`src/design/tcm_8psk_viterbi_decoder_defines.svh`:
```
// Assertion macros shared by the 8PSK trellis decoder RTL.
`ifndef TCM_8PSK_VITERBI_DECODER_DEFINES_SVH
`define TCM_8PSK_VITERBI_DECODER_DEFINES_SVH

`ifndef NO_ASSERTIONS

// Property checked at every clock edge outside reset.
`define TCM8_ASSERT(name, clk, rst_n, prop) \
    name: assert property (@(posedge clk) disable iff (!rst_n) (prop)) \
        else $error("tcm8 assertion failed");

// Condition in one cycle implies a result in the next.
`define TCM8_ASSERT_NEXT(name, clk, rst_n, ante, cons) \
    name: assert property (@(posedge clk) disable iff (!rst_n) (ante) |=> (cons)) \
        else $error("tcm8 assertion failed");

`else

`define TCM8_ASSERT(name, clk, rst_n, prop)
`define TCM8_ASSERT_NEXT(name, clk, rst_n, ante, cons)

`endif

`endif

```
`src/design/tcm8_pkg.sv`:
```
// Shared constants, trellis tables and types of the 8PSK trellis decoder.
`default_nettype none

package tcm8_pkg;

    localparam int SAMPLE_WIDTH_DEF = 12;
    localparam int METRIC_WIDTH_DEF = 20;

    localparam int NUM_STATES = 4;
    localparam int NUM_INPUTS = 4;
    localparam int NUM_POINTS = 8;

    // Branch-metric queue depth, a power of two.
    localparam int Q_DEPTH = 2;

    // Scaled sqrt(1/2) with 32 fraction bits.
    localparam logic [31:0] DIAG_FRAC32 = 32'hB504F334;

    // Constellation point sent from state s on input u.
    localparam logic [2:0] POINT_TAB [NUM_STATES][NUM_INPUTS] = '{
        '{3'd0, 3'd2, 3'd4, 3'd6},
        '{3'd2, 3'd0, 3'd6, 3'd4},
        '{3'd1, 3'd3, 3'd5, 3'd7},
        '{3'd3, 3'd1, 3'd7, 3'd5}
    };

    // Incoming branches of each destination, in scan order (source, then input).
    localparam logic [1:0] CAND_SRC [NUM_STATES][4] = '{
        '{2'd0, 2'd0, 2'd1, 2'd1},
        '{2'd2, 2'd2, 2'd3, 2'd3},
        '{2'd0, 2'd0, 2'd1, 2'd1},
        '{2'd2, 2'd2, 2'd3, 2'd3}
    };

    localparam logic [1:0] CAND_IN [NUM_STATES][4] = '{
        '{2'd0, 2'd2, 2'd0, 2'd2},
        '{2'd0, 2'd2, 2'd0, 2'd2},
        '{2'd1, 2'd3, 2'd1, 2'd3},
        '{2'd1, 2'd3, 2'd1, 2'd3}
    };

    // Coordinate sign codes of the constellation points.
    typedef enum logic [1:0] {
        SGN_ZERO = 2'd0,
        SGN_POS  = 2'd1,
        SGN_NEG  = 2'd2
    } t_sign;

    localparam t_sign PT_RE_SIGN [NUM_POINTS] = '{
        SGN_POS, SGN_POS, SGN_ZERO, SGN_NEG, SGN_NEG, SGN_NEG, SGN_ZERO, SGN_POS
    };

    localparam t_sign PT_IM_SIGN [NUM_POINTS] = '{
        SGN_ZERO, SGN_POS, SGN_POS, SGN_POS, SGN_ZERO, SGN_NEG, SGN_NEG, SGN_NEG
    };

    localparam logic PT_IS_DIAG [NUM_POINTS] = '{
        1'b0, 1'b1, 1'b0, 1'b1, 1'b0, 1'b1, 1'b0, 1'b1
    };

    // Queue status seen by the back end and the input handshake.
    typedef struct packed {
        logic full;
        logic empty;
    } t_q_stat;

endpackage

`default_nettype wire

```
`src/design/tcm8_bm_front.sv`:
```
// Front end: squared Euclidean branch metrics of one sample to all eight points.
`default_nettype none

module tcm8_bm_front #(
    parameter int SAMPLE_WIDTH = tcm8_pkg::SAMPLE_WIDTH_DEF
) (
    input  wire logic signed [SAMPLE_WIDTH-1:0]                        i_sample_i,
    input  wire logic signed [SAMPLE_WIDTH-1:0]                        i_sample_q,
    output logic [tcm8_pkg::NUM_POINTS*(SAMPLE_WIDTH+3)-1:0]           o_bm
);
    import tcm8_pkg::*;

    localparam int FRAC = SAMPLE_WIDTH - 2;
    localparam int DW   = SAMPLE_WIDTH + 1;
    localparam int BMW  = SAMPLE_WIDTH + 3;
    localparam int PW   = 2 * DW;

    localparam logic signed [DW-1:0] UNIT_C = DW'(1) << FRAC;
    localparam logic signed [DW-1:0] DIAG_C = DW'(DIAG_FRAC32 >> (32 - FRAC));

    logic signed [DW-1:0] w_si;
    logic signed [DW-1:0] w_sq;

    assign w_si = {i_sample_i[SAMPLE_WIDTH-1], i_sample_i};
    assign w_sq = {i_sample_q[SAMPLE_WIDTH-1], i_sample_q};

    always_comb begin
        logic signed [DW-1:0] mag;
        logic signed [DW-1:0] pr;
        logic signed [DW-1:0] pq;
        logic signed [DW-1:0] dx;
        logic signed [DW-1:0] dy;
        logic signed [PW-1:0] px;
        logic signed [PW-1:0] py;
        logic [PW-1:0]        sum;
        o_bm = '0;
        for (int p = 0; p < NUM_POINTS; p++) begin
            mag = PT_IS_DIAG[p] ? DIAG_C : UNIT_C;
            unique case (PT_RE_SIGN[p])
                SGN_POS: pr = mag;
                SGN_NEG: pr = -mag;
                default: pr = '0;
            endcase
            unique case (PT_IM_SIGN[p])
                SGN_POS: pq = mag;
                SGN_NEG: pq = -mag;
                default: pq = '0;
            endcase
            dx  = pr - w_si;
            dy  = pq - w_sq;
            px  = dx * dx;
            py  = dy * dy;
            // both squares are nonnegative and their sum stays below 2^(PW-1)
            sum = $unsigned(px) + $unsigned(py);
            o_bm[p*BMW +: BMW] = sum[FRAC+BMW-1:FRAC];
        end
    end

endmodule

`default_nettype wire

```
`config.mk`:
```
export PLATFORM = sky130hd
export DESIGN_NAME = tcm8_bm_front
export DESIGN_NICKNAME = d
export VERILOG_FILES = /design/src/design/tcm_8psk_viterbi_decoder_defines.svh /design/src/design/tcm8_pkg.sv /design/src/design/tcm8_bm_front.sv
export SDC_FILE = /design/constraint.sdc
export NUM_CORES = 2
export LEC_CHECK = 0
export BUFFER_PORTS_ARGS = -buffer_cell sky130_fd_sc_hd__buf_2
export CAP_MARGIN = 25
export CORE_AREA = 4 4 397 399
export DETAILED_ROUTE_END_ITERATION = 16
export DIE_AREA = 0 0 401 403
export MAX_ROUTING_LAYER = met4
export PLACE_DENSITY = 0.53
export RECOVER_POWER = 25
export SLEW_MARGIN = 30
export SYNTH_ARGS = -nofsm -noshare
export SYNTH_HDL_FRONTEND = slang
export SYNTH_SLANG_ARGS = --single-unit
```
`constraint.sdc`:
```
create_clock -name vclk -period 38.4
set_input_delay 1.92 -clock vclk [all_inputs]
set_output_delay 1.92 -clock vclk [all_outputs]
set_load 0.02 [all_outputs]
```
**Word-level counts from Yosys, hierarchy flattened**

Cells that the tools add are included.

- Register bits: 0
- Bits of input ports: 24

- Add/subtract/negate cells: 18
- Multiply operators: 10

Operators by type and width:

| kind | number |
|---|---|
| $mul A13 B13 Y25 | 10 |
| $add A25 B25 Y25 | 8 |
| $sub A11 B12 Y13 const A | 6 |
| $sub A1 B12 Y13 const A | 2 |
| $sub A12 B12 Y13 const A | 2 |

**Logic depth before layout (Yosys ltp)**

- Depth after elaboration: 3
- Mapped depth: 52
- Depth with buffers taken out: 48

**Worst setup path after synthesis**

OpenSTA, ideal clock, no wires.

- Kind: input to output
- From: in i_sample_i[0]
- To: out o_bm[44] (netlist bit)
- Arrival time: 13.597 ns
- Path slack: 22.883 ns
- Stages on the path: 48
- Cell sequence: clkbuf_1 > inv_1 > clkbuf_1 > clkbuf_1 > ha_1 > clkbuf_1 > nand2_1 > o21ai_0 > inv_2 > or2_0 > clkbuf_1 > clkbuf_1 > nor2_1 > ha_1 > xor2_1 > fa_1 > fa_1 > inv_1 > [... 12 more ...] > inv_1 > fa_1 > fa_1 > inv_1 > fa_1 > inv_1 > fa_1 > inv_1 > ha_1 > or2_2 > a21oi_1 > a311oi_1 > o31a_1 > o21a_1 > o21a_1 > o21a_1 > nor2_1 > xnor3_1

- Cells in the longest elaborated chain, start to end: 3

Ends and longest elaborated chain:

| item | RTL line | text |
|---|---|---|
| start, declared | tcm8_bm_front.sv:7 | `input wire logic signed [SAMPLE_WIDTH-1:0] i_sample_i,` |
| $sub A1 B12 Y13 | tcm8_bm_front.sv:49 | `dx = pr - w_si;` |
| $mul A13 B13 Y25 | tcm8_bm_front.sv:51 | `px = dx * dx;` |
| $add A25 B25 Y25 | tcm8_bm_front.sv:54 | `sum = $unsigned(px) + $unsigned(py);` |
| end, declared | tcm8_bm_front.sv:9 | `output logic [tcm8_pkg::NUM_POINTS*(SAMPLE_WIDTH+3)-1:0] o_bm` |

Every way passes these cells.

**Worst setup path after layout**

- From: in i_sample_q[0]
- To: out o_bm[74] (netlist bit)

- Cells in the longest elaborated chain, start to end: 3

Ends and longest elaborated chain:

| item | RTL line | text |
|---|---|---|
| start, declared | tcm8_bm_front.sv:8 | `input wire logic signed [SAMPLE_WIDTH-1:0] i_sample_q,` |
| $sub A1 B12 Y13 | tcm8_bm_front.sv:50 | `dy = pq - w_sq;` |
| $mul A13 B13 Y25 | tcm8_bm_front.sv:52 | `py = dy * dy;` |
| $add A25 B25 Y25 | tcm8_bm_front.sv:54 |  |

Every way passes these cells.

==> results.toml <==
[worst_setup_path]
critPathRequiredTime_ps = 36480
cp_max_fo = 33
critPathKind = "in2out"
arrival_ps = 15770
crit_path_end_kind = "output pin"
max_stage_delay_ps = 1350
start_kind = "input pin"
path_common_cell = "fa_1"
slowest_stage = "clkbuf_1"

[timing]
hold_violations = 0
max_slew.worst_pin.slew_ps = 1850
fmax_mhz = 56.5
setup_violations = 0
worst_slack_ps = 20710
slew-limit-headroom_pct = -23.4
fin_crit_sh_pct = 46.1
tns_ps = 0
rsz0062_at_grt = "no"
finalCriticalPeriod_ps = 17690
slew_viol_final = 34

[layout]
seq_area_um2 = 0
fillers = 15933
drive_gt1_share_pct = 4.01
nets = 8011
multi_input_area_um2 = 46700
area_growth_pct = 6.20
clkbuf_count = 0
seq_cell_count = 0

[status]
violations = "capacitance limit, slew limit"
outcome = "finished, violations left"

[logic_synthesis]
synth_top_area_cell = "fa_1"
synth_area_um2 = 53700
yosysUniqueCellTypes = 74
postSynthAreaPerCell_um2 = 9.16
synthCells = 5859
synth_top_area_share_pct = 51.2
yosysSeqAreaShare_pct = 0
synthTopCellsByArea = "fa_1 (51%), ha_1 (15%), inv_1 (12%), xnor2_1 (4.2%), nor2_1 (3.3%)"
ys_warn_count = 0

[placed_design]
gp_congestion = 0.903
io_buffers = 144
place_hpwl_um = 122000
pre_cts_slack_ps = 21510

[floorplan]
dieArea_um2 = 162000
initial_utilization_pct = 34.9
die_h_um = 403
row_count = 144
fp.coreArea_um2 = 154000
die_x_um = 401
ios = 144

[drt]
via_per_inst = 4.63
wire_per_inst_um = 16.9
drt_iter0_drc = 1578
drt_pass1_iterations = 5
drt-total-wl_um = 135000
vias = 37078
drc_errors = 0
ant_nets = 0

[run]
maxCapViolations = 1

[clock_tree]
ctsResizeCount = 0
holdBufCountCts = 0
cts_setup_buffers = 0

[global_route]
grt_use_total_pct = 17.7
grt-ovfl-total = 0
grt_max_degree = 34
grt_pass1_vias = 41080
antenna_found_initial = 8
grt_pass1_wl_um = 222000

[min_path]
worstHoldEndpoint = "o_bm[75]"
hold_class = "in2out"
hold_path_depth = 7
hold_path_startpoint = "i_sample_q[1]"
[cells in the mapped netlist, types with 3 or more instances]
master,instances
a2111oi_0,3
a211o_1,5
a211oi_1,8
a21boi_1,16
a21o_1,56
a21oi_1,135
a31oi_1,18
and2_1,18
and3_1,13
and4_1,5
buf_1,3
clkbuf_1,93
clkinv_1,12
fa_1,1372
ha_1,657
inv_1,1724
inv_2,40
mux2_2,6
nand2_1,424
nand2b_1,42
nand3_1,29
nand4_1,12
nand4b_1,4
nor2_1,478
nor2b_1,28
nor3_1,68
nor3b_1,4
nor4_1,7
o21a_1,43
o21ai_0,38
o21ai_1,52
o21bai_1,13
o22ai_1,3
o311ai_1,3
o31a_1,8
o31ai_1,3
o41ai_1,4
or2_1,5
or2_2,4
or3_1,11
or4_1,6
xnor2_1,256
xor2_1,87
[final cells by class]
cell class         instances  area share [%]
multi-input cells       3988            82.0
diodes                     4          0.0176
well taps               2044            4.49
repair buffers           192            1.84
inverters               1776            11.7
[worst max-delay path: cells and delay by family]
family                     cells  cell delay [ps]
AOI/OAI and AO/OA              9             1900
xor gates and xnor gates       3              770
adders and majority gates     14             6490
buffers and inverters         12             2840
and+or+nand+nor                6             1840
[layer usage]
layer | vias to the layer above | global-route usage (%) | wire (µm)
li1 | 17395 | - | -
met1 | 18889 | 22.8 | 57800
met2 | 679 | 31.1 | 68600
met3 | 115 | 1.33 | 5890
met4 | 0 | 2.79 | 2830
met5 | - | - | 0
[per-stage QoR]
stage	utilization (%)	cell area (µm²)	hold WS [ps]	std cells
final	37.0	57000	4980	8004
after detailed placement	37.0	57000	5000	8000
after floorplan	-	53700	4460	5862
after global routing	37.0	57000	5060	8003
after CTS	37.0	57000	5000	8000
after global placement	37.0	57000	4990	8000
[worst max-delay path by stage]
stage	startpoint	endpoint	slack [ps]	cells past startpoint
after floorplan	i_sample_i[0]	o_bm[44]	22880	48
after CTS	i_sample_q[0]	o_bm[74]	21450	46
final	i_sample_q[0]	o_bm[74]	20710	44
after global routing	i_sample_q[0]	o_bm[74]	19840	44
after detailed placement	i_sample_q[0]	o_bm[74]	21510	46
after global placement	i_sample_q[0]	o_bm[14]	21480	45
[kinds of logic after synthesis]
group / synth area share, %
xor gates and xnor gates: 5.80
muxes: 0.145
AOI/OAI and AO/OA: 5.23
and+or+nand+nor: 9.20
buffers and inverters: 13.1
adders and majority gates: 66.5
other: 0.0140
[cells in the final DEF (no fill, tap or decap), types with 6 or more instances in the layout]
cell type and n:
or4_1 6, o21bai_1 13, clkbuf_1 22, xor2_1 82
mux2_2 6, xnor2_2 7, o21ai_0 41, a31oi_1 18
a21oi_1 135, or3_1 11, o31a_1 8, inv_1 1724
and3_1 13, nand3_1 29, nor3_1 68, buf_2 124
o21ai_1 49, clkinv_1 13, nand2b_1 42, inv_2 39
nor4_1 7, a21boi_1 16, ha_1 657, nor2b_1 28
xnor2_1 250, fa_1 1372, a211oi_1 9, and2_1 16
a21o_1 56, nor2_1 478, nand4_1 12, o21a_1 43
buf_4 46, nand2_1 424
Power is not shown: default switching activity piles up to over one toggle a cycle in this logic, so the estimate is an artifact.
