<file path="src/design/tcm_8psk_viterbi_decoder_defines.svh">
// Assertion macros shared by the 8PSK trellis decoder RTL.
`ifndef TCM_8PSK_VITERBI_DECODER_DEFINES_SVH
`define TCM_8PSK_VITERBI_DECODER_DEFINES_SVH

`ifndef NO_ASSERTIONS

// Property checked at every clock edge outside reset.
`define TCM8_ASSERT(name, clk, rst_n, prop) \
    name: assert property (@(posedge clk) disable iff (!rst_n) (prop)) \
        else $error("tcm8 assertion failed");

// Condition in one cycle implies a result in the next.
`define TCM8_ASSERT_NEXT(name, clk, rst_n, ante, cons) \
    name: assert property (@(posedge clk) disable iff (!rst_n) (ante) |=> (cons)) \
        else $error("tcm8 assertion failed");

`else

`define TCM8_ASSERT(name, clk, rst_n, prop)
`define TCM8_ASSERT_NEXT(name, clk, rst_n, ante, cons)

`endif

`endif

</file>
<file path="src/design/tcm8_pkg.sv">
// Shared constants, trellis tables and types of the 8PSK trellis decoder.
`default_nettype none

package tcm8_pkg;

    localparam int SAMPLE_WIDTH_DEF = 12;
    localparam int METRIC_WIDTH_DEF = 20;

    localparam int NUM_STATES = 4;
    localparam int NUM_INPUTS = 4;
    localparam int NUM_POINTS = 8;

    // Branch-metric queue depth, a power of two.
    localparam int Q_DEPTH = 2;

    // Scaled sqrt(1/2) with 32 fraction bits.
    localparam logic [31:0] DIAG_FRAC32 = 32'hB504F334;

    // Constellation point sent from state s on input u.
    localparam logic [2:0] POINT_TAB [NUM_STATES][NUM_INPUTS] = '{
        '{3'd0, 3'd2, 3'd4, 3'd6},
        '{3'd2, 3'd0, 3'd6, 3'd4},
        '{3'd1, 3'd3, 3'd5, 3'd7},
        '{3'd3, 3'd1, 3'd7, 3'd5}
    };

    // Incoming branches of each destination, in scan order (source, then input).
    localparam logic [1:0] CAND_SRC [NUM_STATES][4] = '{
        '{2'd0, 2'd0, 2'd1, 2'd1},
        '{2'd2, 2'd2, 2'd3, 2'd3},
        '{2'd0, 2'd0, 2'd1, 2'd1},
        '{2'd2, 2'd2, 2'd3, 2'd3}
    };

    localparam logic [1:0] CAND_IN [NUM_STATES][4] = '{
        '{2'd0, 2'd2, 2'd0, 2'd2},
        '{2'd0, 2'd2, 2'd0, 2'd2},
        '{2'd1, 2'd3, 2'd1, 2'd3},
        '{2'd1, 2'd3, 2'd1, 2'd3}
    };

    // Coordinate sign codes of the constellation points.
    typedef enum logic [1:0] {
        SGN_ZERO = 2'd0,
        SGN_POS  = 2'd1,
        SGN_NEG  = 2'd2
    } t_sign;

    localparam t_sign PT_RE_SIGN [NUM_POINTS] = '{
        SGN_POS, SGN_POS, SGN_ZERO, SGN_NEG, SGN_NEG, SGN_NEG, SGN_ZERO, SGN_POS
    };

    localparam t_sign PT_IM_SIGN [NUM_POINTS] = '{
        SGN_ZERO, SGN_POS, SGN_POS, SGN_POS, SGN_ZERO, SGN_NEG, SGN_NEG, SGN_NEG
    };

    localparam logic PT_IS_DIAG [NUM_POINTS] = '{
        1'b0, 1'b1, 1'b0, 1'b1, 1'b0, 1'b1, 1'b0, 1'b1
    };

    // Queue status seen by the back end and the input handshake.
    typedef struct packed {
        logic full;
        logic empty;
    } t_q_stat;

endpackage

`default_nettype wire

</file>
<file path="src/design/tcm8_acs_back.sv">
// Back end: add-compare-select, normalization and the registered result.
`default_nettype none

module tcm8_acs_back #(
    parameter int SAMPLE_WIDTH = tcm8_pkg::SAMPLE_WIDTH_DEF,
    parameter int METRIC_WIDTH = tcm8_pkg::METRIC_WIDTH_DEF
) (
    input  wire logic                                              i_clk,
    input  wire logic                                              i_rst_n,
    input  wire tcm8_pkg::t_q_stat                                 i_q_stat,
    input  wire logic [tcm8_pkg::NUM_POINTS*(SAMPLE_WIDTH+3)-1:0]  i_bm,
    output logic                                                   o_pop,
    output logic                                                   o_valid,
    input  wire logic                                              i_ready,
    output logic [1:0]                                             o_decoded_symbol,
    output logic [1:0]                                             o_best_state
);
    import tcm8_pkg::*;

    localparam int BMW  = SAMPLE_WIDTH + 3;
    localparam int SUMW = ((METRIC_WIDTH > BMW) ? METRIC_WIDTH : BMW) + 1;
    localparam logic [SUMW-1:0] MAX_S = SUMW'({METRIC_WIDTH{1'b1}});

    logic [METRIC_WIDTH-1:0] r_metric [NUM_STATES];
    logic [METRIC_WIDTH-1:0] n_metric [NUM_STATES];
    logic                    r_valid;
    logic [1:0]              r_sym;
    logic [1:0]              r_best;

    logic [METRIC_WIDTH-1:0] w_new_pm   [NUM_STATES];
    logic [1:0]              w_new_surv [NUM_STATES];
    logic [1:0]              w_best;
    logic [1:0]              w_sym;
    logic                    w_step;

    // Advance when a metric set waits and the output register is free.
    assign w_step = !i_q_stat.empty && (!r_valid || i_ready);

    // Per-destination select: pairwise tree, the earlier candidate wins ties.
    always_comb begin
        logic [SUMW-1:0]         sum;
        logic [METRIC_WIDTH-1:0] c  [4];
        logic [METRIC_WIDTH-1:0] m01;
        logic [METRIC_WIDTH-1:0] m23;
        logic [1:0]              u01;
        logic [1:0]              u23;
        for (int d = 0; d < NUM_STATES; d++) begin
            for (int k = 0; k < 4; k++) begin
                sum = SUMW'(r_metric[CAND_SRC[d][k]])
                    + SUMW'(i_bm[POINT_TAB[CAND_SRC[d][k]][CAND_IN[d][k]]*BMW +: BMW]);
                c[k] = (sum > MAX_S) ? {METRIC_WIDTH{1'b1}} : sum[METRIC_WIDTH-1:0];
            end
            if (c[1] < c[0]) begin
                m01 = c[1];
                u01 = CAND_IN[d][1];
            end else begin
                m01 = c[0];
                u01 = CAND_IN[d][0];
            end
            if (c[3] < c[2]) begin
                m23 = c[3];
                u23 = CAND_IN[d][3];
            end else begin
                m23 = c[2];
                u23 = CAND_IN[d][2];
            end
            if (m23 < m01) begin
                w_new_pm[d]   = m23;
                w_new_surv[d] = u23;
            end else begin
                w_new_pm[d]   = m01;
                w_new_surv[d] = u01;
            end
        end
    end

    // Best state, lowest index on ties, then normalize against its metric.
    always_comb begin
        logic [METRIC_WIDTH-1:0] m01;
        logic [METRIC_WIDTH-1:0] m23;
        logic [METRIC_WIDTH-1:0] lowest;
        logic [1:0]              b01;
        logic [1:0]              b23;
        b01 = (w_new_pm[1] < w_new_pm[0]) ? 2'd1 : 2'd0;
        m01 = (w_new_pm[1] < w_new_pm[0]) ? w_new_pm[1] : w_new_pm[0];
        b23 = (w_new_pm[3] < w_new_pm[2]) ? 2'd3 : 2'd2;
        m23 = (w_new_pm[3] < w_new_pm[2]) ? w_new_pm[3] : w_new_pm[2];
        if (m23 < m01) begin
            w_best = b23;
            lowest = m23;
        end else begin
            w_best = b01;
            lowest = m01;
        end
        for (int d = 0; d < NUM_STATES; d++) begin
            n_metric[d] = w_new_pm[d] - lowest;
        end
        w_sym = w_new_surv[w_best];
    end

    always_ff @(posedge i_clk) begin
        if (!i_rst_n) begin
            r_valid <= 1'b0;
            for (int d = 0; d < NUM_STATES; d++) begin
                r_metric[d] <= '0;
            end
        end else begin
            if (w_step) begin
                r_valid <= 1'b1;
                for (int d = 0; d < NUM_STATES; d++) begin
                    r_metric[d] <= n_metric[d];
                end
            end else if (i_ready) begin
                r_valid <= 1'b0;
            end
        end
    end

    always_ff @(posedge i_clk) begin
        if (w_step) begin
            r_sym  <= w_sym;
            r_best <= w_best;
        end
    end

    assign o_pop            = w_step;
    assign o_valid          = r_valid;
    assign o_decoded_symbol = r_sym;
    assign o_best_state     = r_best;

endmodule

`default_nettype wire

</file>
<file path="config.mk">
export PLATFORM = sky130hd
export DESIGN_NAME = tcm8_acs_back
export DESIGN_NICKNAME = d
export VERILOG_FILES = /design/src/design/tcm_8psk_viterbi_decoder_defines.svh /design/src/design/tcm8_pkg.sv /design/src/design/tcm8_acs_back.sv
export SDC_FILE = /design/constraint.sdc
export NUM_CORES = 2
export LEC_CHECK = 0
export ABC_AREA = 1
export BUFFER_PORTS_ARGS = -buffer_cell sky130_fd_sc_hd__buf_2
export CAP_MARGIN = 25
export CORE_UTILIZATION = 65
export CTS_BUF_LIST = sky130_fd_sc_hd__clkbuf_4 sky130_fd_sc_hd__clkbuf_8
export CTS_CLUSTER_DIAMETER = 50
export DETAILED_ROUTE_END_ITERATION = 8
export PLACE_DENSITY = 0.83
export REMOVE_ABC_BUFFERS = 1
export SLEW_MARGIN = 40
export SYNTH_ARGS = -nofsm -noshare
export SYNTH_HDL_FRONTEND = slang
export SYNTH_SLANG_ARGS = --single-unit
</file>
<file path="constraint.sdc">
create_clock -name i_clk -period 16.2 [get_ports i_clk]
set_input_delay 3.24 -clock i_clk [delete_from_list [all_inputs] [get_ports i_clk]]
set_output_delay 3.24 -clock i_clk [all_outputs]
set_load 0.03 [all_outputs]
</file>
; ---- Word level (Yosys, flattened, before mapping)
; Memory sizes are Yosys's and may differ from the RTL's.
; Index checks and enable logic that the tools add are counted.
[op_classes]
n_lt_le_gt_ge = 32
mux = 59
reduce_logical = 5
n_bitwise = 5
addsub = 20
[op_table]
columns = operator, count
row1 = 2-to-1 mux 20 bit, 35
row2 = adder 20 x 15 -> 21 bit, 16
row3 = greater-than comparator 21 x 20 -> 1 bit (second input constant), 16
row4 = < comparator 20 bit, 15
row5 = subtractor 20 bit, 4
row6 = 2-to-1 mux 2 bit, 15
row7 = 2-to-1 mux 1 bit, 8
row8 = binary-select mux 2 bit (select 2 bit), 1
row9 = OR 1 bit, 4
row10 = greater-or-equal comparator 3 bit (second input constant), 1
row11 = inverter 2 -> 3 bit, 1
row12 = logical NOT 1 bit, 2
row13 = nonzero test 2 bit, 1
row14 = logical AND 1 bit, 1
row15 = logical OR 1 bit, 1
[word_totals]
n_memories = 1
register_bits = 5
output_inout_bits = 6
input_bits = 125
elab_cells = 125
ram_bits = 80
[memory_table]
columns = name, words, width, read_ports, rd_clocked_by_memory_dff, write_ports, line
row1 = r_metric, 4, 20, 4, 0, 4, tcm8_acs_back.sv:24  ; logic [METRIC_WIDTH-1:0] r_metric [NUM_STATES];

; ---- Depth between registers and ports, before layout
[logic_depth]
depth_word = 15
depth_mapped = 95
depth_no_buf = 86

; ---- Least setup slack after synthesis
; No wires, ideal clock.
[synth_timing]
kind = in2reg
start = input port i_bm[32] in the netlist's numbering
end = memory r_metric[3][19] in the netlist's numbering (data pin)
stages = 79
t_arrival_ps = 14893
n_path_buf = 11
setup_time_ps = 250
required_time_ps = 15950
path_slack_ps = 1057
cell_sequence = ha_1 > a21o_1 > a21boi_0 > nand2_1 > nand2_1 > a21oi_1 > or2_2 > nand2_1 > nand2_1 > a21o_1 > nand2_1 > nand2_1 > a21oi_1 > o21ai_0 > inv_1 > o21ai_0 > inv_1 > o21ai_0 > [43 not listed] > nand4_1 > nor2_2 > a21oi_4 > nand2_4 > buf_8 > clkbuf_1 > clkbuf_1 > nand2_1 > o21ai_0 > ha_1 > a21oi_1 > inv_1 > a21oi_1 > nor2_1 > a2111oi_0 > nand4_1 > nand2_1 > nor2_1
[synth_rtl]
columns = item, line
row1 = start: declaration, tcm8_acs_back.sv:11  ; input wire logic [tcm8_pkg::NUM_POINTS*(SAMPLE_WIDTH+3)-1:0] i_bm,
row2 = end: declaration, tcm8_acs_back.sv:24

==> Flow_metrics.wiki <==
{| class="wikitable"
! Metric !! Value
|-
| Total Routing Usage GR || 50.4%
|-
| Largest net degree at the start of global routing || 81
|-
| Reg-to-reg critical path startpoint || r_metric[2][2]
|-
| Clock tree from TritonCTS || yes
|-
| Clock root buffer || clkbuf_8
|-
| Post-Syn Instances || 5444
|-
| Number of global-route vias before repair || 39.3k
|-
| DR DRC count || 0
|-
| Worst min-delay path category || reg -> reg
|-
| Fmax achieved || 0.0646 GHz
|-
| Worst Path Max Fanout || 19
|-
| Shortest period the worst path allows || 15.48 ns
|-
| Core region area || 48100 sq um
|-
| Die Area || 50100 sq um
|-
| Footprint of the multi-input gates || 26400 sq um
|-
| Placed Cells incl. Taps || 6734
|-
| Share of the yosys chip area belonging to registers || 7.85%
|-
| Floorplan die width || 224 microns
|-
| Drt first-iter violations || 3985
|-
| Number of storage elements in the synthesis netlist || 84
|-
| CP Launch Point || i_bm[47]
|-
| Initial cell density of the core || 66.5%
|-
| Number of antenna violations at the first check in global routing || 4
|-
| Critical Path Sink Type || flip-flop
|-
| Commonest non-fill, non-tap cell in the layout || nand2_1
|-
| Worst-case clock skew || 0.0136 ns
|-
| Wl on met1 || 41.8 mm
|-
| Number of maximum-capacitance constraint violations || 0
|-
| Aggregate global routing overflow || 0
|-
| Number of warnings reported in the yosys synthesis log || 0
|-
| Clock insertion delay at the later pin of the skew report || 0.45 ns
|-
| Final routed wire length divided by cell count || 18.8 microns
|-
| DP Wirelength || 106 mm
|-
| Number of placed I/O pins || 131
|-
| Worst-case hold slack || 0.489 ns
|-
| Cell area after layout || 38200 sq um
|-
| Die Ht || 224 microns
|-
| Endpoint required time on the critical path || 16.41 ns
|-
| Hold buffers post-CTS || 0
|-
| Netlist area before placement || 32000 sq um
|-
| Clock slew at the register clock pins of the worst setup and hold paths || 0.09 ns
|-
| Result of the run || complete, no violations
|-
| Worst path max stage delay || 0.52 ns
|-
| Cell mode on critical path || nand2_1
|-
| Final setup vio count || 0
|-
| WP data arrival || 15.69 ns
|-
| Most instantiated flip-flop cell in the synthesis netlist || edfxtp_1
|-
| Count of non-filler cells in the finished layout || 6756
|-
| Buffer levels on the longest clock path || 2
|-
| Total of fill cells in the finished design || 3933
|-
| Count of unique library cells instantiated by Yosys || 69
|-
| Vias || 40.7k
|-
| Final worst path period share || 95.6%
|-
| Synth-to-Final Area Change || 19.3%
|-
| Slew Limit Headroom || 42.1%
|-
| CTS sink count || 84
|-
| H-tree levels || 3
|-
| Number of hold violations in the final report || 0
|-
| DRT antenna net count || 0
|-
| Most frequent cells in the layout || 1593 x nand2_1, 769 x inv_1, 582 x buf_4, 566 x ha_1, 520 x a21oi_1
|-
| Via density per instance || 6.03
|-
| Startpoint class of the critical path || primary input
|-
| Cell row count || 80
|-
| Highest layer used for signal routing || met5
|-
| Wire length on met2 || 57.2 mm
|-
| Routability congestion estimate from global placement || 1.08
|-
| PortBufs || 129
|-
| Worst Hold Launch || o_valid
|-
| Fraction of registers with async set or reset after synthesis || 0%
|-
| Drt first pass iters || 9
|-
| Wire length of the first global-routing pass || 196 mm
|-
| Critical Path Slowest Stage Cell || o21ai_0
|-
| Number of nets in the finished design || 6799
|-
| Share of cells above drive strength 1 || 17.0%
|-
| Slew of the pin with the lowest slew margin || 0.862 ns
|-
| Placed standard-cell area || 37600 sq um
|-
| Routed met3 length || 11.6 mm
|-
| Critical path type || in -> reg
|-
| Area of all sequential standard cells || 2510 sq um
|-
| Pins Over Slew Limit || 0
|-
| DRT Wirelength || 127 mm
|-
| Number of buffers created by CTS || 9
|-
| Mean cell area of the mapped netlist || 5.88 sq um
|-
| Number of enable-type register cells in the synthesized netlist || 83
|}
kinds of logic after synthesis:
| family | synth area share, % |
|---|---|
| buf+inv | 10.6 |
| flops | 7.85 |
| compound gates | 20.0 |
| fa+ha+maj | 23.1 |
| xor+xnor | 3.12 |
| simple gates | 35.2 |
state kept, by name, indices dropped and copies added, names as in the netlist:
signal            count
o_best_state          1
o_decoded_symbol      2
o_valid               1
r_metric             80
layout make-up:
type	instances	share of cell area [%]
Tap cell	656	2.15
Multi-Input combinational cell	4484	69.2
Inverter	790	7.78
Clock inverter	7	0.239
Sequential cell	84	6.58
Antenna cell	3	0.0197
Timing Repair Buffer	723	13.7
Clock buffer	9	0.324
metal layers:
| metal | track usage, % | vias to the layer above |
|---|---|---|
| met4 | 55.7 | 2 |
| met3 | 12.7 | 944 |
| li1 | - | 19400 |
| met1 | 48.7 | 18000 |
| met2 | 84.3 | 2356 |
| met5 | 0 | - |
critical path: cells and delay by family:
kind | cells | cell delay, ns
buffers and inverters | 14 | 1.95
adders and majority gates | 6 | 1.89
and+or+nand+nor | 28 | 3.42
AOI/OAI and AO/OA | 22 | 5.12
what timing repair did:
item | CTS | global route
buffers inserted | 0 | 3
pin swaps | 0 | 15
setup endpoints to repair | 1 | 76
gates resized for setup | 1 | 108
stage by stage:
stage          util (%)  TNS [ns]  setup slack (ns)
3_3_place_gp       78.1         0            0.0322
5_1_grt            79.3    -0.108            -0.108
3_5_place_dp       78.1     -7.08            -0.389
2_1_floorplan         -         0              1.55
6_report           79.3         0             0.718
4_1_cts            78.5         0             0.215
worst paths after layout:
kind / end / depth (start not counted) / slack, ns
min: o_valid / 2 / 0.49
max: r_metric[3][19] / 70 / 0.72
min reg2reg: o_valid / 2 / 0.49
max reg2reg: r_metric[3][19] / 76 / 3.05
synth_stat cells, types with 22 or more instances:
cell type / n / area share, %
edfxtp_1: 83 / 7.8
o21bai_1: 22 / 0.52
nand2_1: 1598 / 19
ha_1: 566 / 22
nand3_2: 38 / 1.2
nor3_1: 39 / 0.61
nor2_1: 390 / 4.6
nand2_2: 70 / 1.4
nand4_1: 86 / 1.7
nor2_2: 24 / 0.47
o21ai_0: 493 / 7.7
nand3_1: 246 / 3.8
inv_1: 771 / 9.0
clkbuf_1: 62 / 0.73
xor2_1: 69 / 1.9
xnor2_1: 45 / 1.2
a21oi_1: 528 / 8.3
or2_2: 46 / 0.90
Power is left out: the tool's default activity adds up to more than one toggle a clock period on the data nets, which glitch-free logic cannot reach.
