==> src/design/tcm_8psk_viterbi_decoder_defines.svh <==
// Assertion macros shared by the 8PSK trellis decoder RTL.
`ifndef TCM_8PSK_VITERBI_DECODER_DEFINES_SVH
`define TCM_8PSK_VITERBI_DECODER_DEFINES_SVH

`ifndef NO_ASSERTIONS

// Property checked at every clock edge outside reset.
`define TCM8_ASSERT(name, clk, rst_n, prop) \
    name: assert property (@(posedge clk) disable iff (!rst_n) (prop)) \
        else $error("tcm8 assertion failed");

// Condition in one cycle implies a result in the next.
`define TCM8_ASSERT_NEXT(name, clk, rst_n, ante, cons) \
    name: assert property (@(posedge clk) disable iff (!rst_n) (ante) |=> (cons)) \
        else $error("tcm8 assertion failed");

`else

`define TCM8_ASSERT(name, clk, rst_n, prop)
`define TCM8_ASSERT_NEXT(name, clk, rst_n, ante, cons)

`endif

`endif

==> src/design/tcm8_pkg.sv <==
// Shared constants, trellis tables and types of the 8PSK trellis decoder.
`default_nettype none

package tcm8_pkg;

    localparam int SAMPLE_WIDTH_DEF = 12;
    localparam int METRIC_WIDTH_DEF = 20;

    localparam int NUM_STATES = 4;
    localparam int NUM_INPUTS = 4;
    localparam int NUM_POINTS = 8;

    // Branch-metric queue depth, a power of two.
    localparam int Q_DEPTH = 2;

    // Scaled sqrt(1/2) with 32 fraction bits.
    localparam logic [31:0] DIAG_FRAC32 = 32'hB504F334;

    // Constellation point sent from state s on input u.
    localparam logic [2:0] POINT_TAB [NUM_STATES][NUM_INPUTS] = '{
        '{3'd0, 3'd2, 3'd4, 3'd6},
        '{3'd2, 3'd0, 3'd6, 3'd4},
        '{3'd1, 3'd3, 3'd5, 3'd7},
        '{3'd3, 3'd1, 3'd7, 3'd5}
    };

    // Incoming branches of each destination, in scan order (source, then input).
    localparam logic [1:0] CAND_SRC [NUM_STATES][4] = '{
        '{2'd0, 2'd0, 2'd1, 2'd1},
        '{2'd2, 2'd2, 2'd3, 2'd3},
        '{2'd0, 2'd0, 2'd1, 2'd1},
        '{2'd2, 2'd2, 2'd3, 2'd3}
    };

    localparam logic [1:0] CAND_IN [NUM_STATES][4] = '{
        '{2'd0, 2'd2, 2'd0, 2'd2},
        '{2'd0, 2'd2, 2'd0, 2'd2},
        '{2'd1, 2'd3, 2'd1, 2'd3},
        '{2'd1, 2'd3, 2'd1, 2'd3}
    };

    // Coordinate sign codes of the constellation points.
    typedef enum logic [1:0] {
        SGN_ZERO = 2'd0,
        SGN_POS  = 2'd1,
        SGN_NEG  = 2'd2
    } t_sign;

    localparam t_sign PT_RE_SIGN [NUM_POINTS] = '{
        SGN_POS, SGN_POS, SGN_ZERO, SGN_NEG, SGN_NEG, SGN_NEG, SGN_ZERO, SGN_POS
    };

    localparam t_sign PT_IM_SIGN [NUM_POINTS] = '{
        SGN_ZERO, SGN_POS, SGN_POS, SGN_POS, SGN_ZERO, SGN_NEG, SGN_NEG, SGN_NEG
    };

    localparam logic PT_IS_DIAG [NUM_POINTS] = '{
        1'b0, 1'b1, 1'b0, 1'b1, 1'b0, 1'b1, 1'b0, 1'b1
    };

    // Queue status seen by the back end and the input handshake.
    typedef struct packed {
        logic full;
        logic empty;
    } t_q_stat;

endpackage

`default_nettype wire

==> src/design/tcm8_queue.sv <==
// Short FIFO of branch-metric sets between the front and back ends.
`default_nettype none

module tcm8_queue #(
    parameter int DATA_W = 8
) (
    input  wire logic              i_clk,
    input  wire logic              i_rst_n,
    input  wire logic              i_push,
    input  wire logic [DATA_W-1:0] i_data,
    input  wire logic              i_pop,
    output logic [DATA_W-1:0]      o_data,
    output tcm8_pkg::t_q_stat      o_stat
);
    import tcm8_pkg::*;

    localparam int PTR_W = (Q_DEPTH > 1) ? $clog2(Q_DEPTH) : 1;
    localparam int CNT_W = PTR_W + 1;

    logic [DATA_W-1:0] r_mem [Q_DEPTH];
    logic [PTR_W-1:0]  r_wr_ptr, n_wr_ptr;
    logic [PTR_W-1:0]  r_rd_ptr, n_rd_ptr;
    logic [CNT_W-1:0]  r_count,  n_count;

    always_comb begin
        n_wr_ptr = r_wr_ptr;
        n_rd_ptr = r_rd_ptr;
        n_count  = r_count;
        if (i_push) begin
            n_wr_ptr = r_wr_ptr + 1'b1;
        end
        if (i_pop) begin
            n_rd_ptr = r_rd_ptr + 1'b1;
        end
        if (i_push && !i_pop) begin
            n_count = r_count + 1'b1;
        end else if (!i_push && i_pop) begin
            n_count = r_count - 1'b1;
        end
    end

    always_ff @(posedge i_clk) begin
        if (!i_rst_n) begin
            r_wr_ptr <= '0;
            r_rd_ptr <= '0;
            r_count  <= '0;
        end else begin
            r_wr_ptr <= n_wr_ptr;
            r_rd_ptr <= n_rd_ptr;
            r_count  <= n_count;
        end
    end

    always_ff @(posedge i_clk) begin
        if (i_push) begin
            r_mem[r_wr_ptr] <= i_data;
        end
    end

    assign o_data = r_mem[r_rd_ptr];
    assign o_stat = '{full: (r_count == CNT_W'(Q_DEPTH)), empty: (r_count == '0)};

endmodule

`default_nettype wire

==> config.mk <==
export PLATFORM = sky130hd
export DESIGN_NAME = tcm8_queue
export DESIGN_NICKNAME = d
export VERILOG_FILES = /design/src/design/tcm_8psk_viterbi_decoder_defines.svh /design/src/design/tcm8_pkg.sv /design/src/design/tcm8_queue.sv
export SDC_FILE = /design/constraint.sdc
export NUM_CORES = 1
export LEC_CHECK = 0
export BUFFER_PORTS_ARGS = -buffer_cell sky130_fd_sc_hd__clkbuf_2
export CAP_MARGIN = 0
export CORE_UTILIZATION = 44
export DETAILED_ROUTE_END_ITERATION = 8
export PLACE_DENSITY = 0.78
export SYNTH_ARGS = -nofsm -noshare
export SYNTH_HDL_FRONTEND = slang
export SYNTH_SLANG_ARGS = --single-unit
==> constraint.sdc <==
create_clock -name i_clk -period 1.14 [get_ports i_clk]
set_input_delay 0.114 -clock i_clk [delete_from_list [all_inputs] [get_ports i_clk]]
set_output_delay 0.114 -clock i_clk [all_outputs]
set_load 0.02 [all_outputs]
Word level (Yosys, flattened, before mapping)
Memory sizes are Yosys's and may differ from the RTL's. A register that Yosys moved wholly into a read port is not among the register bits.
Cells that the tools add are included.
Widths: inputs -> output; s select.
{"block": "totals", "register_bits": 4, "ram_bits": 16, "in_bits": 12, "out_inout_bits": 10, "elab_cells": 21, "n_memories": 1}
{"name": "r_mem", "words": 2, "word_bits": 8, "read_ports": 1, "rd_ports_with_merged_regs": 1, "wr": 1, "line": "tcm8_queue.sv:20", "text": "logic [DATA_W-1:0] r_mem [Q_DEPTH];"}
{"block": "classes", "n_addsub": 4, "n_eq_ne": 1, "mux": 6, "n_reduce_logical": 6}
{"cell": "$mux 1", "count": 4}
{"cell": "$mux 2", "count": 2}
{"cell": "$add 1x1->1 const B", "count": 2}
{"cell": "$add 2x1->2 const B", "count": 1}
{"cell": "$eq 2x2->1 const B", "count": 1}
{"cell": "$logic_and 1x1->1", "count": 2}
{"cell": "$logic_not 1->1", "count": 2}
{"cell": "$logic_not 2->1", "count": 1}
{"cell": "$reduce_bool 2->1", "count": 1}
{"cell": "$sub 2x1->2 const B", "count": 1}

Longest topological paths before layout
Gate-level depths: netlist of the first run.
{"block": "depth", "ltp_word": 4, "ltp_mapped": 5, "mapped_depth_nobuf": 5}

Worst setup path before layout of the first run
OpenSTA, ideal clock, no wires.
{"block": "synth_timing", "kind": "register to register", "start": "register r_wr_ptr", "end": "memory r_mem[0][0] (enable)", "setup_ps": 375, "arrival_time_ps": 730, "required_time_ps": 765, "setup_slack_ps": 36, "stages_incl_launch_ff": 2, "path_buffers": 0, "period_less_slack_ps": 1104, "path_cell_list": "dfxtp_1 -> nor2b_1"}
{"item": "start: declaration", "line": "tcm8_queue.sv:21", "text": "logic [PTR_W-1:0] r_wr_ptr, n_wr_ptr;"}
{"item": "start signal: assignment", "line": "tcm8_queue.sv:48", "text": "r_wr_ptr <= n_wr_ptr;"}
{"item": "end: declaration", "line": "tcm8_queue.sv:20"}
Straight into the memory's write port.

==> results by group, run 1 <==
Logic synthesis
  • Gate Count Post-Synth: between 40 and 50
  • Post-synthesis sequential area ratio: 73.1%
  • XOR/XNOR share of the synthesized area: ~3.3%
  • Simple-gate portion of the synthesized area: under 10%
  • Post-synthesis compound-gate area fraction: between 2 and 3%
  • Synth Net Count: 60
  • Post-synth EDFFs: 16
  • Ys flop type: edfxtp_1
  • Register bit total from synthesis: 21
  • Post-Synth Adder-Cell Area: 1.57%
  • Cell Area, Synth: 795 sq um
  • Post-synthesis mux area share: a little under an eighth
  • Commonest cells post-synth: edfxtp_1, mux2_2, dfxtp_1, and2_1
  • Mean area per synthesized cell: about 17 sq um
  • Most numerous cell in the Yosys netlist: edfxtp_1
  • Main combinational cell family by area after synthesis: multiplexers
  • Top cell type's share of synthesized area: 60.5%
  • Synth unique cells: 16
  • Largest cells by area after synthesis: edfxtp_1, dfxtp_1, mux2_2
  • Area leader, netlist: edfxtp_1
  • Yosys warnings: 0
  • Synth async-reset ratio: 0%

Worst setup path
  • CP Class: flop to output pin
  • Max Fanout on Critical Path: 6
  • CP Capture Type: output pin
  • Worst reg2reg setup slack: between 100 and 150 ps
  • FF-to-FF path depth: 3
  • RR Startpoint: r_count[0]
  • Critical path arrival: about 1200 ps
  • Worst setup SP type: flop
  • Worst Path Required: a little over 1000 ps
  • FF-to-FF End: r_count[1]

Min path
  • Hold_sp: i_data[1]
  • Hold Crit Class: input port to flop
  • Hold Path Sink: r_mem[1][1]
  • WHS Path Cells: 1

Global route
  • Antenna violations before repair: 0
  • Overflow after GRT: 0
  • Largest net degree at the start of global routing: 12
  • Number of global-route vias before repair: ~480
  • First-pass GRT wire length: 2040 um
  • Total GRT Usage: approximately 15%

Floorplanning
  • Row cnt: 14
  • DIE AREA: roughly 2000 sq um
  • Die width: approximately 44 um
  • Die Span Y: between 40 and 50 um
  • I/O pin cnt: 22
  • Core area: between 1500 and 2000 sq um
  • Initial Util: 49.8%

Clock tree
  • Clk pin slew, worst setup/hold paths: ~110 ps
  • Clk sinks: 21
  • CTS max path bufs: 2
  • TritonCTS clock tree: built
  • Hold-fix buffer count after cts: 0
  • CTS buffer count: 3
  • CTS H-tree lvls: 1
  • Clk root buf: clkbuf_4
  • Clk_lat worst skew: 290 ps

Power and ir drop
  • Worst VDD drop: 869 uV
  • Clock network fraction of design power: about a fifth
  • Combinational power share: between 20% and 30%
  • Switching Share: 23.5%
  • PwrDens: roughly 1400 nW/um^2
  • Leak: roughly 0.47 nW
  • Seq pwr share: about 56%
  • Internal: 1.22 mW
  • Sw Pwr: 0.374 mW

Run status
  • Failing checks: negative setup slack
  • Outcome: finished, violations left

Routing
  • TritonRoute pass-1 iters: 2
  • Detailed-route DRC error count: 0
  • Via count: between 400 and 500
  • Vias per cell: 4.60
  • First DRT Iteration DRCs: 6
  • Routed WL per cell: around 12 um
  • Detailed Route WL: about 1200 um
  • Routed Antenna Nets: 0

Final layout
  • Diodes inserted: 0
  • Synth-to-Final Area Change: 40.8%
  • Fillers: between 100 and 150
  • Multi-input gate area: 231 sq um
  • Final nets: 92
  • Register Area: ~600 sq um
  • Share of cells above drive strength 1: a little over half
  • Util after Layout: between 70 and 80%
  • Non-Filler Instances: just over 100

Timing
  • Fmax achieved: between 700 and 800 MHz
  • Final period util: 117%
  • Measured slew at the worst slew-check pin: 178 ps
  • Max-slew violation count: 0
  • RSZ-0062 raised after global routing: true
  • Final Critical Period: approximately 1300 ps
  • Hold Fails Final Rpt: 0
  • Final WS setup: -189 ps
  • Clock Skew: around 6.5 ps
  • Final setup vio count: 8
  • Worst rel slew slack: between 80% and 90%

Flow run
  • Max cap viols: 0

Placement
  • Placed Cells: a little under 100
  • GPL Wtd Cong: approximately 0.66
  • DP HPWL: 924 um
  • # port buffers: 21
-- worst max path at each step --
stage	start	endpoint	slack, ps	depth (start not counted)
final	flop	o_data[3]	-190	3
after global routing	flop	o_data[4]	-230	3
after floorplan	r_wr_ptr	r_mem[0][0]	40	1
after CTS	flop	o_data[4]	-220	3
after detailed placement	i_pop	r_count[1]	20	5
after global placement	flop	o_data[0]	60	3
-- metrics by stage --
| step | hold WS, ps | total power [mW] | setup slack (ps) | instance area [sq um] | TNS (ps) |
|---|---|---|---|---|---|
| final | 13.0 | 1.59 | -189 | 1120 | -1480 |
| after global routing | 0.615 | 1.66 | -233 | 1120 | -1830 |
| after CTS | 6.27 | 1.58 | -216 | 1100 | -1680 |
| after detailed placement | 307 | 1.18 | 18.2 | 970 | 0 |
| after global placement | 304 | 1.17 | 64.6 | 970 | 0 |
| after floorplan | 213 | 1.07 | 35.7 | 795 | 0 |
-- power by group through the flow --
stage,sequential [mW],combinational [mW],clock [mW]
after detailed placement,0.915,0.265,0
final,0.900,0.361,0.334
after global placement,0.913,0.257,0
after global routing,0.907,0.388,0.368
after CTS,0.900,0.337,0.347
after floorplan,0.908,0.164,0
-- flip-flops by register name, indices dropped and copies added, names as in the netlist, named ones only --
signal	count
r_mem	16
r_count	2
r_rd_ptr	1
r_wr_ptr	1
-- layer usage --
layer  track usage (%)  up-vias  part of all wire, %  routed length (um)
met1              17.4      221                   39                 486
met3              2.45        2                  4.1                  51
li1                  -      232                    -                   -
met2              27.6       14                   56                 691
met5                 0        -                    0                   0
met4              3.64        0                 0.65                   8
-- logic make-up (layout without fill, tap and decap cells) --
family                   count (synthesis)  count (layout)
AO/OA/AOI/OAI                            3               3
multiplexers                             8               8
flip-flops                              21              21
XOR/XNOR                                 3               3
adder cells (fa/ha/maj)                  1               1
AND/OR/NAND/NOR                          9               9
buffers and inverters                    2              33
-- final cells by class --
cell class | count | share of cell area [%]
multi-input cells | 24 | 20.7
clock buffers | 4 | 2.35
repair buffers | 28 | 21.8
well taps | 24 | 2.68
inverters | 1 | 0.336
flip-flops and latches | 21 | 52.1
-- critical path: stages, from the launching register on --
cell	delay [ps]
dfxtp_2	350
buf_6	140
mux2_4	310
buf_8	130
-- placed cells by master (no fill, tap or decap), drive strengths merged --
master  instances
nor2            1
and2b           1
xor2            2
inv             1
xnor2           1
a21boi          1
mux2            8
o21ai           1
and2            4
edfxtp         16
buf            16
ha              1
dfxtp           5
nor2b           2
clkbuf         16
o21a            1
or3             1
-- timing repair --
action / in CTS / in global routing
resized for setup: 23 / 13
endpoints found under the setup margin: 9 / 9
cloned: 0 / 0
buffers inserted: 1 / 0
No activity file was read; power rests on OpenSTA's default activity.
==> inputs of run 2 (changes only) <==
==> constraint.sdc (replaced) <==
create_clock -name i_clk -period 1.07 [get_ports i_clk]
set_input_delay 0.0535 -clock i_clk [delete_from_list [all_inputs] [get_ports i_clk]]
set_output_delay 0.0535 -clock i_clk [all_outputs]
set_load 0.02 [all_outputs]
==> results by group, run 2 (synthesized netlist as in run 1, its figures left out) <==
Timing
  • RSZ-0062 raised after global routing: true
  • Max-slew violation count: 0
  • Measured slew at the worst slew-check pin: roughly 170 ps
  • Hold Fails Final Rpt: 0
  • Final WS setup: -204 ps
  • Final period util: 119%
  • Worst rel slew slack: 88.9%
  • Clock Skew: slightly above 3 ps
  • Fmax achieved: approximately 800 MHz
  • Final setup vio count: 8
  • Final Critical Period: about 1300 ps

Placement
  • Placed Cells: 96
  • # port buffers: 21
  • GPL Wtd Cong: roughly 0.64
  • DP HPWL: between 800 and 900 um

Power and ir drop
  • Total Power: between 1.5 and 2 mW
  • Leak: between 0.5 and 0.6 nW
  • PwrDens: 1420 nW/um^2
  • Worst VDD drop: around 1100 uV

Routing
  • Detailed-route DRC error count: 0
  • Routed Antenna Nets: 0
  • Detailed Route WL: 1280 um
  • Routed WL per cell: about 12 um
  • Vias per cell: 4.53
  • First DRT Iteration DRCs: 9
  • Via count: around 500
  • TritonRoute pass-1 iters: 2

Run status
  • Failing checks: negative setup slack
  • Outcome: finished, violations left

Floorplanning
  • I/O pin cnt: 22
  • DIE AREA: 1980 sq um
  • Row cnt: 14
  • Die width: approximately 44 um
  • Die Span Y: 44.5 um
  • Core area: approximately 1600 sq um
  • Initial Util: between 40% and 50%

Worst setup path
  • Worst setup SP type: flop
  • Worst Path Required: roughly 1000 ps
  • Max Fanout on Critical Path: 5
  • CP Class: flop to output pin
  • CP Capture Type: output pin
  • Critical path arrival: 1220 ps

Final layout
  • Final nets: 100
  • Commonest non-fill, non-tap cell in the layout: edfxtp_1
  • Diodes inserted: 0
  • Share of cells above drive strength 1: between 50% and 60%
  • Top Registers: r_mem (16), r_count (2)
  • Non-Filler Instances: 110
  • Largest register FFs: 16
  • Commonest cells after routing, fill and taps aside: edfxtp_1, clkbuf_2, dlygate4sd3_1
  • Largest Register: r_mem
  • Synth-to-Final Area Change: 54.6%

Min path
  • Hold Crit Class: input port to flop

Flow run
  • Max cap viols: 0

Clock tree
  • TritonCTS clock tree: built
  • CTS max path bufs: 2
  • Clk root buf: clkbuf_4
  • Clk_lat worst skew: just under 300 ps
  • CTS H-tree lvls: 1
  • Clk pin slew, worst setup/hold paths: 110 ps
  • CTS buffer count: 3
  • Clk sinks: 21

Global route
  • Largest net degree at the start of global routing: 13
  • Overflow after GRT: 0
  • First-pass GRT wire length: 2150 um
  • Number of global-route vias before repair: about 550
  • Antenna violations before repair: 0
  • Total GRT Usage: approximately 16%
==> run 2: cell types whose count changed in the layout (fill, tap and decap cells not counted), sizes merged <==
| cell | change |
|---|---|
| clkbuf | -1 |
| dlygate4sd3 | +9 |
| buf | -1 |
| clkinv | +1 |
==> run 2: timing repair <==
item                       in CTS  in global routing
hold buffers                    9                  0
setup buffers                   1                  0
setup endpoints to repair       9                 10
hold endpoints to repair       17                  0
resized for setup              27                 11
pin swaps                       0                  1
==> run 2: area by class of cell <==
class                   instances  area (sq um)
repair buffers                 36           347
clock inverters                 1          5.00
inverters                       1          3.75
clock buffers                   3          22.5
well taps                      24          30.0
fillers                       101           365
multi-input cells              24           238
flip-flops and latches         21           583
==> run 2: final timing paths <==
| kind | startpoint | endpoint | slack [ps] | cells past startpoint |
|---|---|---|---|---|
| setup / recovery | flop | o_data[2] | -200 | 3 |
| setup reg to reg | r_count[0] | r_count[1] | 70 | 3 |
| hold / removal | i_push | r_wr_ptr | 100 | 3 |
| hold reg to reg | r_count[1] | r_count[1] | 520 | 2 |
==> run 2: per-stage QoR <==
stage / cell area, sq um / utilization [%] / setup slack, ps / setup TNS (ps) / hold WS (ps)
finish: 1230 / 77.1 / -204 / -1540 / 96.6
global route: 1230 / 77.1 / -259 / -2030 / 99.2
CTS: 1210 / 76.1 / -238 / -1800 / 88.4
detailed placement: 977 / 61.3 / 22.0 / 0 / 247
global placement: 977 / 61.3 / 57.0 / 0 / 243
floorplan: 797 / - / 104 / 0 / 152
==> run 2: worst max-delay path, stage by stage, from the launching register on <==
cell and delay [ps]:
dfxtp_2 360, buf_6 130, mux2_4 310, buf_8 130
==> run 2: power breakdown <==
| part | switching [mW] | total [mW] | internal (mW) |
|---|---|---|---|
| clock network | 0.219 | 0.358 | 0.139 |
| logic | 0.169 | 0.420 | 0.251 |
| registers | 0.0257 | 0.961 | 0.935 |
| total | 0.414 | 1.74 | 1.32 |
==> run 2: metal layers <==
metal,global-route usage [%],part of all wire [%],vias to the layer above
li1,-,-,249
met1,15.8,39,234
met2,29.4,57,13
met3,3.67,3.0,2
met4,9.09,1.2,0
met5,0,0,-
